$ cat config.mk
export PLATFORM = sky130hd
export DESIGN_NAME = bqlp_merge
export DESIGN_NICKNAME = d
export VERILOG_FILES = /design/src/sv/biquad_lowpass_xyz_markers_defines.svh /design/src/sv/bqlp_pkg.sv /design/src/sv/bqlp_merge.sv
export SDC_FILE = /design/constraint.sdc
export NUM_CORES = 1
export LEC_CHECK = 0
export BUFFER_PORTS_ARGS = -buffer_cell sky130_fd_sc_hd__buf_2
export CORE_ASPECT_RATIO = 0.6
export CORE_MARGIN = 3
export CORE_UTILIZATION = 30
export CTS_BUF_LIST = sky130_fd_sc_hd__clkbuf_2
export DETAILED_ROUTE_END_ITERATION = 10
export PLACE_DENSITY = 0.62
export SLEW_MARGIN = 30
export SYNTH_ARGS = -nofsm -noshare
export SYNTH_HDL_FRONTEND = slang
export SYNTH_SLANG_ARGS = --single-unit
$ cat constraint.sdc
create_clock -name clock -period 0.8 [get_ports clock]
set_input_delay 0 -clock clock [delete_from_list [all_inputs] [get_ports clock]]
set_output_delay 0 -clock clock [all_outputs]
set_load 0.02 [all_outputs]
$ cat src/sv/biquad_lowpass_xyz_markers_defines.svh
// Assertion macros for the per-marker biquad low-pass block
`ifndef BIQUAD_LOWPASS_XYZ_MARKERS_DEFINES_SVH
`define BIQUAD_LOWPASS_XYZ_MARKERS_DEFINES_SVH
`ifndef SYNTHESIS
// same-cycle implication
`define BQLP_ASSERT_IMPL(label, clk, rst, ante, cons) \
   label: assert property (@(posedge clk) disable iff (rst) (ante) |-> (cons)) \
      else $error("bqlp: same-cycle check failed");
// next-cycle implication
`define BQLP_ASSERT_NEXT(label, clk, rst, ante, cons) \
   label: assert property (@(posedge clk) disable iff (rst) (ante) |=> (cons)) \
      else $error("bqlp: next-cycle check failed");
`else
`define BQLP_ASSERT_IMPL(label, clk, rst, ante, cons)
`define BQLP_ASSERT_NEXT(label, clk, rst, ante, cons)
`endif
`endif

$ cat src/sv/bqlp_pkg.sv
// Types, constants and register codes shared by the biquad low-pass block
package bqlp_pkg;

   localparam int SAMPLE_W   = 32;
   localparam int COEF_W     = 32;
   localparam int MARKER_W   = 4;
   localparam int AXES       = 3;
   localparam int PROD_W     = SAMPLE_W + COEF_W;
   localparam int ACC_W      = PROD_W + 3;
   localparam int FRAC_SHIFT = 30;
   localparam int CSR_IDX_W  = 3;
   localparam int DEF_MARKER_COUNT = 16;

   localparam logic [CSR_IDX_W-1:0] CSR_B0 = CSR_IDX_W'(0);
   localparam logic [CSR_IDX_W-1:0] CSR_B1 = CSR_IDX_W'(1);
   localparam logic [CSR_IDX_W-1:0] CSR_B2 = CSR_IDX_W'(2);
   localparam logic [CSR_IDX_W-1:0] CSR_A1 = CSR_IDX_W'(3);
   localparam logic [CSR_IDX_W-1:0] CSR_A2 = CSR_IDX_W'(4);

   // 5 Hz cutoff at 100 Hz, Butterworth
   localparam logic signed [COEF_W-1:0] RST_B0 = 32'sd21563956;
   localparam logic signed [COEF_W-1:0] RST_B1 = 32'sd43127912;
   localparam logic signed [COEF_W-1:0] RST_B2 = 32'sd21563956;
   localparam logic signed [COEF_W-1:0] RST_A1 = -32'sd1676130314;
   localparam logic signed [COEF_W-1:0] RST_A2 = 32'sd688646466;

   typedef logic signed [SAMPLE_W-1:0] sample_type;

   typedef struct packed {
      logic signed [COEF_W-1:0] b0;
      logic signed [COEF_W-1:0] b1;
      logic signed [COEF_W-1:0] b2;
      logic signed [COEF_W-1:0] a1;
      logic signed [COEF_W-1:0] a2;
   } coef_type;

   typedef struct packed {
      sample_type x1;
      sample_type x2;
      sample_type y1;
      sample_type y2;
   } hist_type;

   typedef struct packed {
      logic accept;
      logic s2_load;
      logic s3_load;
      logic wr_en;
      logic clr;
   } lane_ctl_type;

endpackage

$ cat src/sv/bqlp_merge.sv
// Output register: gathers the three lane results into one word
module bqlp_merge (
   input  logic                                         clock,
   input  logic                                         reset,
   input  logic                                         wb,
   input  logic [bqlp_pkg::MARKER_W-1:0]                marker,
   input  logic                                         in_range,
   input  logic [bqlp_pkg::AXES-1:0][bqlp_pkg::SAMPLE_W-1:0] lane_res,
   input  logic                                         rsp_stall,
   output logic                                         rsp_valid,
   output logic [bqlp_pkg::MARKER_W-1:0]                rsp_out_marker,
   output bqlp_pkg::sample_type                         rsp_filt_x,
   output bqlp_pkg::sample_type                         rsp_filt_y,
   output bqlp_pkg::sample_type                         rsp_filt_z
);
   import bqlp_pkg::*;

   logic                valid_ff;
   logic [MARKER_W-1:0] marker_ff;
   sample_type          fx_ff, fy_ff, fz_ff;
   sample_type          fx_in, fy_in, fz_in;

   // out-of-range marker gives zeros
   always_comb begin
      fx_in = in_range ? sample_type'(lane_res[0]) : '0;
      fy_in = in_range ? sample_type'(lane_res[1]) : '0;
      fz_in = in_range ? sample_type'(lane_res[2]) : '0;
   end

   always_ff @(posedge clock) begin
      if (reset) begin
         valid_ff <= 1'b0;
      end else if (wb) begin
         valid_ff <= 1'b1;
      end else if (!rsp_stall) begin
         valid_ff <= 1'b0;
      end
   end

   always_ff @(posedge clock) begin
      if (wb) begin
         marker_ff <= marker;
         fx_ff     <= fx_in;
         fy_ff     <= fy_in;
         fz_ff     <= fz_in;
      end
   end

   assign rsp_valid      = valid_ff;
   assign rsp_out_marker = marker_ff;
   assign rsp_filt_x     = fx_ff;
   assign rsp_filt_y     = fy_ff;
   assign rsp_filt_z     = fz_ff;

endmodule

==> results of run 1 <==
power groups by stage:
stage	sequential [uW]	combinational (uW)	clock (uW)
2_1_floorplan	7050	225	0
3_3_place_gp	6480	1570	0
3_5_place_dp	6490	1580	0
4_1_cts	6420	2150	2250
5_1_grt	6510	2540	2440
6_report	6470	2400	2100
state kept, by name, summed over array words and instances, names as in the netlist:
name,flops
rsp_filt_x,32
rsp_filt_y,32
rsp_filt_z,32
rsp_valid,1
rsp_out_marker,4
metrics by stage:
stage	instances	worst slack (ns)	TNS [ns]
floorplan	209	0.159	0
global placement	569	0.0364	0
detailed placement	569	0.0363	0
CTS	689	-0.465	-42.01
global route	689	-0.517	-46.74
finish	689	-0.359	-32.52
metal layers:
layer,GRT usage,wire [um]
met5,0,0
met1,0.172,4090
met2,0.243,5290
met4,0.0472,133
met3,0.0726,1360
repair_timing:
item                       CTS  global route
setup endpoints to repair  101           101
hold endpoints to repair   201             0
gates resized for setup     77            97
hold buffers               104             0
synthesized netlist by cell type (all sizes together):
cell,number,share of area
edfxtp,100,0.81
and2,96,0.16
buf,10,0.022
a21oi,1,0.0013
dfxtp,1,0.0054
nor2,1,0.0010
area by class of cell:
class / instances / area, um^2
sequential: 101 / 3020
multi-input combinational: 98 / 609
clock inverter: 5 / 36.3
fill: 903 / 5050
timing repair buffer: 314 / 2700
tap: 160 / 200
clock buffer: 11 / 55.1
cell families (layout without fill, tap and decap cells):
logic type      Yosys count  count (layout)
compound gates            1               1
simple gates             97              97
flops                   101             101
buf+inv                  10             330
how the worst min path moves through the flow:
| stage | to | cells past startpoint |
|---|---|---|
| 3_3_place_gp | rsp_valid | 2 |
| 2_1_floorplan | rsp_valid | 1 |
| 5_1_grt | rsp_valid | 3 |
| 3_5_place_dp | rsp_valid | 2 |
| 4_1_cts | rsp_valid | 3 |
| 6_report | rsp_valid | 3 |
==> impl_metrics.csv, run 1 <==
group,metric,value,unit
sta,holdWs,0.111,ns
sta,worst_slew_pin_slew,0.270,ns
worst_setup_path,crit_arrival,1.16,ns
worst_setup_path,worstPathMaxFanout,1,
worst_setup_path,timing.rr.end,"rsp_valid",
status,violations,"setup timing",
sta,fin_crit,1.16,ns
sta,fin_crit_sh,1.45,
floorplan,initial_utilization,0.318,
floorplan,core_area,11700,um^2
worst_setup_path,reg2reg_slack,0.18,ns
sta,fmax,0.863,GHz
cells_and_area,post-route-util,0.567,
worst_setup_path,critPathTopFamily,"flip-flops",
synth,yosys.area_share.adder,0,
detailed_routing,dr.pass1.iters,4,
synth,synth_cell_types,7,
sta,slew_violations,0,
worst_setup_path,r2r_cells,2,
synth,ys_ff_latch,101,
detailed_routing,viasPerCell,4.14,
synth,synthMuxAreaShare,0,
floorplan,die_w,150,um
worst_hold_path,worstHoldStart,"reset",
detailed_routing,num_vias,2850,
sta,finalClockSkew,0,ns
worst_setup_path,cp_slowest_cell,"edfxtp_1",
worst_setup_path,crit_buf_inv,1,
synth,yosysWarnings,0,
cells_and_area,syn_to_final_growth,78.3,%
worst_setup_path,crit_path_end,"rsp_out_marker[3]",
power,power.leakage,0.00275,uW
synth,yosys.area_share.simple,0.163,
worst_setup_path,worstPathCellList,"buf_6",
placement,gp_congestion,0.735,
worst_setup_path,path_class,"register to primary output",
floorplan,die-area,13800,um^2
sta,rsz0062_at_grt,"true",
power,pwr-share-clk,0.191,
cells_and_area,drive_gt1_frac,0.429,
clock_network,cts_tree,"done",
detailed_routing,wl_per_cell,15.8,um
sta,report.final.setup_viol,101,
worst_setup_path,start_kind,"register",
power,combPwrFrac,0.219,
global_route,grt_overflow_total,0,
synth,seq_area_frac_synth,0.814,
synth,postSynthNetCount,314,
detailed_routing,drc,0,
floorplan,die-height,92.2,um
global_route,grt_max_degree,49,
worst_hold_path,min-delay-path-class,"input pin to register",
floorplan,io_pins,206,
worst_setup_path,critical_path.max_stage_delay,0.48,ns
clock_network,clk_pin_slew_worst_paths,0.27,ns
cells_and_area,final_cell_mix,"118 x buf_2, 104 x dlygate4sd3_1, 100 x edfxtp_1",
detailed_routing,ant_nets,0,
placement,placement.io_buffers,205,
sta,max-slew-margin-rel,0.820,
clock_network,numCtsBuffers,9,
flow_run,cap_violations,0,
global_route,grt_pass1_wl,15.8,mm
cells_and_area,n_antenna_cell,0,
worst_setup_path,r2r_start,"rsp_valid",
synth,syn_avg_cell_area,17.8,um^2
placement,dp_hpwl,6.38,mm
global_route,grt_pass1_vias,3054,
placement,postPlaceCellArea,4950,um^2
cells_and_area,final_area,6620,um^2
sta,final_hold_viol_count,0,
power,finalPower,11000,uW
power,swShare,0.267,
synth,netlist_instances,209,
clock_network,ctsRootBufferMaster,"clkbuf_2",
clock_network,cts-htree-levels,3,
detailed_routing,drt-initial-drc-count,85,
worst_setup_path,cp_num_cells,1,
clock_network,clock_sinks,101,
worst_setup_path,worst_setup_path_end_kind,"primary output",
synth,synth-compound-area-share,0.00135,
worst_setup_path,startpoint,"rsp_out_marker[3]",
worst_setup_path,crit_required,0.80,ns
clock_network,cts_setup_buffers,0,
global_route,grt_usage,0.148,
sta,layout_setup_ws,-0.359,ns
synth,synthXorXnorAreaFrac,0,
cells_and_area,finalNetCount,629,
power,power_density,1660,nW/um^2
power,p_int,8040,uW
synth,synth_top_family_by_area,"simple AND/OR/NAND/NOR gates",
power,power_frac_seq,0.590,
global_route,antenna_found_initial,0,
power,peakVddDrop,0.000933,V
clock_network,insertion_delay,0.54,ns
clock_network,cts_max_path_buffers,2,
status,outcome,"finished, violations left",
power,p_switching,2930,uW
floorplan,row_count,30,
detailed_routing,drt_wl_total,10.9,mm
cells_and_area,layout_commonest_cell,"buf_2",
synth,syn_area,3710,um^2
(Power assumes the default switching activity.)
==> run 2, diff against run 1 <==
PLACE_DENSITY = 0.56   (was 0.62)
==> run 2 against run 1 <==
The flow still finishes with violations (setup timing). Critical path depth is the same. Clock-buffer cell count down 1. Global-route usage fell by 0.33 points. Worst setup slack lost 0.0084 ns. Sequential share of layout area shrank 0.46 points. Clock power grew 28%. Highest routed layer unchanged. Final area rose by 1.0%. Non-clock buffer count up 10. Sequential power hardly changed. Critical path type unchanged. Wire length is 5.6% lower.
==> impl_metrics.csv, run 2 (synthesized netlist as in run 1, its figures left out) <==
group,metric,value,unit
status,outcome,"finished, violations left",
status,violations,"setup timing",
floorplan,row_count,30,
cells_and_area,final_cell_mix,"127 x buf_2, 105 x dlygate4sd3_1, 100 x edfxtp_1",
sta,rsz0062_at_grt,"true",
detailed_routing,routed.top_layer,"met4",
global_route,grt_overflow_total,0,
placement,gp_congestion,0.725,
worst_setup_path,worst_setup_path_end_kind,"primary output",
floorplan,die-height,92.2,um
cells_and_area,layout_commonest_cell,"buf_2",
placement,dp_hpwl,6.67,mm
detailed_routing,viasPerCell,4.05,
detailed_routing,dr.pass1.iters,4,
clock_network,cts_tree,"done",
cells_and_area,n_antenna_cell,0,
sta,slew_violations,0,
sta,final_hold_viol_count,0,
detailed_routing,wl_per_cell,14.7,um
worst_setup_path,critical_path.max_stage_delay,0.47,ns
power,power.leakage,0.00280,uW
placement,placement.io_buffers,205,
sta,report.final.setup_viol,101,
cells_and_area,post-route-util,0.573,
sta,max-slew-margin-rel,0.815,
clock_network,cts_setup_buffers,0,
detailed_routing,ant_nets,0,
power,power_density,1720,nW/um^2
worst_setup_path,crit_required,0.80,ns
floorplan,initial_utilization,0.318,
floorplan,die-area,13800,um^2
detailed_routing,num_vias,2831,
worst_setup_path,crit_buf_inv,1,
floorplan,die_w,150,um
global_route,grt_pass1_wl,15.3,mm
clock_network,insertion_delay,0.54,ns
worst_setup_path,worstPathCellList,"buf_6",
sta,worst_slew_pin_slew,0.278,ns
detailed_routing,wl_met1,4.11,mm
detailed_routing,met2WireLength,5.05,mm
sta,fin_crit_sh,1.46,
power,finalPower,11500,uW
clock_network,cts-htree-levels,3,
detailed_routing,drt-initial-drc-count,73,
clock_network,cts_max_path_buffers,2,
global_route,antenna_found_initial,0,
worst_setup_path,worstPathMaxFanout,1,
sta,finalClockSkew,0,ns
worst_setup_path,cp_slowest_cell,"edfxtp_1",
global_route,grt_pass1_vias,3061,
global_route,grt_max_degree,54,
sta,fin_crit,1.17,ns
floorplan,io_pins,206,
clock_network,ctsRootBufferMaster,"clkbuf_2",
worst_hold_path,min-delay-path-class,"input pin to register",
global_route,grt_usage,0.145,
power,peakVddDrop,0.000822,V
clock_network,clock_sinks,101,
worst_setup_path,critPathTopFamily,"flip-flops",
clock_network,numCtsBuffers,9,
flow_run,cap_violations,0,
detailed_routing,wl_met3,999,um
cells_and_area,drive_gt1_frac,0.436,
sta,fmax,0.857,GHz
cells_and_area,syn_to_final_growth,80.1,%
floorplan,core_area,11700,um^2
worst_setup_path,path_class,"register to primary output",
detailed_routing,drc,0,
worst_setup_path,crit_arrival,1.17,ns
clock_network,clk_pin_slew_worst_paths,0.27,ns
sta,layout_setup_ws,-0.367,ns
worst_setup_path,start_kind,"register",
detailed_routing,drt_wl_total,10.3,mm
cells_and_area,finalNetCount,639,
-- run 2: path summary, 6_finish.rpt --
kind,slack (ns),from,to,depth (start not counted)
max,-0.37,rsp_filt_y[19],rsp_filt_y[19],1
max reg2reg,0.19,rsp_valid,rsp_valid,2
min reg2reg,0.54,rsp_valid,rsp_valid,2
min,0.15,marker[2],rsp_out_marker[2],2
-- run 2: power by group --
group / internal, uW / switching (uW) / leakage (uW)
sequential: 6280 / 182 / 0.000973
combinational: 1310 / 1060 / 0.00175
clock: 1050 / 1650 / 0.0000762
-- run 2: through the flow --
step | instances | instance area (um^2) | setup WS, ns | hold WS, ns | setup TNS (ns)
after global placement | 578 | 5020 | -0.0101 | 0.158 | -0.235
final | 699 | 6690 | -0.367 | 0.146 | -32.62
after CTS | 699 | 6510 | -0.451 | 0.0501 | -41.95
after global routing | 699 | 6690 | -0.501 | 0.0446 | -45.50
after floorplan | 209 | 3710 | 0.159 | 0.0724 | 0
after detailed placement | 578 | 5020 | -0.0205 | 0.160 | -0.610
-- run 2: layout make-up --
cell class              instances  area, um^2
clock buffers                  10        50.0
clock inverters                 6        87.6
multi-input cells              98         609
flip-flops and latches        101        3020
fillers                       937        4990
repair buffers                324        2720
well taps                     160         200
-- run 2: repair_timing --
item | in CTS | in global routing
gates cloned | 0 | 0
endpoints found under the setup margin | 101 | 101
gates resized for setup | 99 | 58
hold buffers | 105 | 0
endpoints found under the hold margin | 201 | 0
-- run 2: metal layers --
metal / GRT usage / vias to the layer above
met5: 0 / -
met4: 0.0396 / 0
met3: 0.0578 / 10
met2: 0.251 / 129
met1: 0.168 / 1310
li1: - / 1382
==> run 3, diff against run 2 <==
GPL_TIMING_DRIVEN = 0   (was default)
==> run 3 against run 2 <==
The flow finishes with violations (hold timing, setup timing). Wire length down 3.3%. Largest power group unchanged. Via count down 1.2%. Worst setup slack better by 0.0071 ns. Maximum frequency up 0.61%. Clock skew unchanged. Total power down 5.9%. Critical path type unchanged.
==> impl_metrics.csv, run 3 (synthesized netlist as in run 1, its figures left out) <==
group,metric,value,unit
placement,postPlaceCellArea,4970,um^2
detailed_routing,drt-initial-drc-count,39,
sta,holdWs,-0.145,ns
detailed_routing,num_vias,2797,
sta,rsz0062_at_grt,"true",
power,power_density,1650,nW/um^2
worst_setup_path,worst_setup_path_end_kind,"primary output",
power,p_int,7990,uW
floorplan,core_area,11700,um^2
worst_setup_path,timing.rr.end,"rsp_valid",
floorplan,die-area,13800,um^2
flow_run,cap_violations,0,
global_route,grt_overflow_total,0,
cells_and_area,final_area,6590,um^2
power,swShare,0.264,
cells_and_area,syn_to_final_growth,77.4,%
clock_network,cts_hold_buf,104,
floorplan,die_w,150,um
cells_and_area,stdcell_count,694,
cells_and_area,seqCellArea,3020,um^2
detailed_routing,drc,0,
cells_and_area,drive_gt1_frac,0.431,
worst_hold_path,holdPathStages,1,
worst_setup_path,crit_buf_inv,1,
worst_setup_path,crit_required,0.80,ns
power,peakVddDrop,0.000837,V
worst_setup_path,critical_path.max_stage_delay,0.47,ns
floorplan,die-height,92.2,um
sta,slew_violations,0,
clock_network,clk_pin_slew_worst_paths,0.27,ns
clock_network,insertion_delay,0.54,ns
sta,fin_crit,1.16,ns
global_route,grt_usage,0.140,
worst_setup_path,worstPathMaxFanout,1,
floorplan,initial_utilization,0.318,
power,power.leakage,0.00275,uW
placement,dp_hpwl,6.37,mm
sta,layout_setup_ws,-0.360,ns
power,p_switching,2860,uW
sta,fin_crit_sh,1.45,
clock_network,ctsRootBufferMaster,"clkbuf_2",
power,finalPower,10800,uW
clock_network,clock_sinks,101,
cells_and_area,fillers,935,
power,combPwrFrac,0.216,
global_route,grt_pass1_vias,2940,
placement,gp_congestion,0.733,
sta,report.final.setup_viol,104,
worst_hold_path,min-delay-path-class,"input pin to register",
cells_and_area,final_cell_mix,"130 x buf_2, 104 x dlygate4sd3_1, 100 x edfxtp_1",
status,violations,"hold timing, setup timing",
worst_setup_path,r2r_start,"rsp_valid",
clock_network,cts-htree-levels,3,
detailed_routing,wl_per_cell,14.3,um
worst_hold_path,min_to,"rsp_filt_y[20]",
placement,placement.io_buffers,204,
global_route,antenna_found_initial,0,
worst_setup_path,r2r_cells,2,
detailed_routing,drt_wl_total,9.94,mm
clock_network,numCtsBuffers,9,
power,pwr-share-clk,0.190,
worst_hold_path,worstHoldStart,"wb",
sta,worst_slew_pin_slew,0.443,ns
global_route,grt_max_degree,58,
clock_network,cts_tree,"done",
status,outcome,"finished, violations left",
detailed_routing,ant_nets,0,
sta,finalClockSkew,0,ns
worst_setup_path,critPathTopFamily,"flip-flops",
cells_and_area,layout_commonest_cell,"buf_2",
worst_setup_path,crit_arrival,1.16,ns
worst_setup_path,path_class,"register to primary output",
sta,max-slew-margin-rel,0.705,
sta,fmax,0.862,GHz
worst_setup_path,worstPathCellList,"buf_6",
cells_and_area,multi_input_area,609,um^2
floorplan,io_pins,206,
cells_and_area,n_antenna_cell,0,
worst_setup_path,start_kind,"register",
clock_network,cts_max_path_buffers,2,
global_route,grt_pass1_wl,14.9,mm
cells_and_area,finalNetCount,634,
detailed_routing,dr.pass1.iters,4,
worst_setup_path,cp_slowest_cell,"edfxtp_1",
detailed_routing,viasPerCell,4.03,
sta,final_hold_viol_count,44,
placement,dp_cells,574,
power,power_frac_seq,0.595,
floorplan,row_count,30,
worst_setup_path,reg2reg_slack,0.17,ns
run 3: changes by cell type in the layout (fill, tap and decap cells not counted), sizes merged:
| cell | previous run | this run |
|---|---|---|
| buf | 219 | 215 |
| bufinv | 2 | 0 |
| clkinv | 1 | 3 |
| dlygate4sd3 | 105 | 104 |
run 3: layout make-up:
type	instances	share of cell area
tap	160	0.0304
sequential	101	0.459
multi-input combinational	98	0.0925
clock buffer	10	0.00760
clock inverter	6	0.00608
timing repair buffer	309	0.392
buffer	10	0.0123
run 3: what timing repair did:
action                                  in CTS  in global routing
hold endpoints to repair                   144                 44
gates cloned                                 0                  0
gates resized for setup                     75                 82
setup buffers                                0                  0
endpoints found under the setup margin     101                101
run 3: worst max-delay path by stage:
stage	cells after the start	startpoint	slack, ns	to
2_1_floorplan	2	rsp_valid	0.16	rsp_valid
3_3_place_gp	1	wb	-1.27	rsp_filt_y[28]
3_5_place_dp	2	wb	-0.26	rsp_filt_y[28]
4_1_cts	1	rsp_filt_y[16]	-0.44	rsp_filt_y[16]
5_1_grt	1	rsp_filt_z[21]	-0.51	rsp_filt_z[21]
6_report	1	rsp_out_marker[0]	-0.36	rsp_out_marker[0]
run 3: through the flow:
| step | utilization | setup WS (ns) | setup TNS [ns] |
|---|---|---|---|
| finish | 0.564 | -0.360 | -31.84 |
| global route | 0.564 | -0.506 | -45.53 |
| CTS | 0.542 | -0.445 | -40.64 |
| floorplan | - | 0.159 | 0 |
| global placement | 0.423 | -1.27 | -127.24 |
| detailed placement | 0.426 | -0.258 | -14.32 |
run 3: metal layers:
metal,routed length [um],part of all wire,track usage,vias to the layer above
met5,0,0,0,-
li1,-,-,-,1370
met4,130,0.013,0.0442,0
met1,3920,0.39,0.160,1283
met3,1050,0.11,0.0627,12
met2,4840,0.49,0.235,132
run 3: power by group through the flow:
stage | Combinational [uW] | Clock (uW) | Sequential [uW]
2_1_floorplan | 225 | 0 | 7050
3_3_place_gp | 1560 | 0 | 6480
3_5_place_dp | 1590 | 0 | 6480
4_1_cts | 2160 | 2190 | 6400
5_1_grt | 2490 | 2370 | 6490
6_report | 2340 | 2060 | 6450
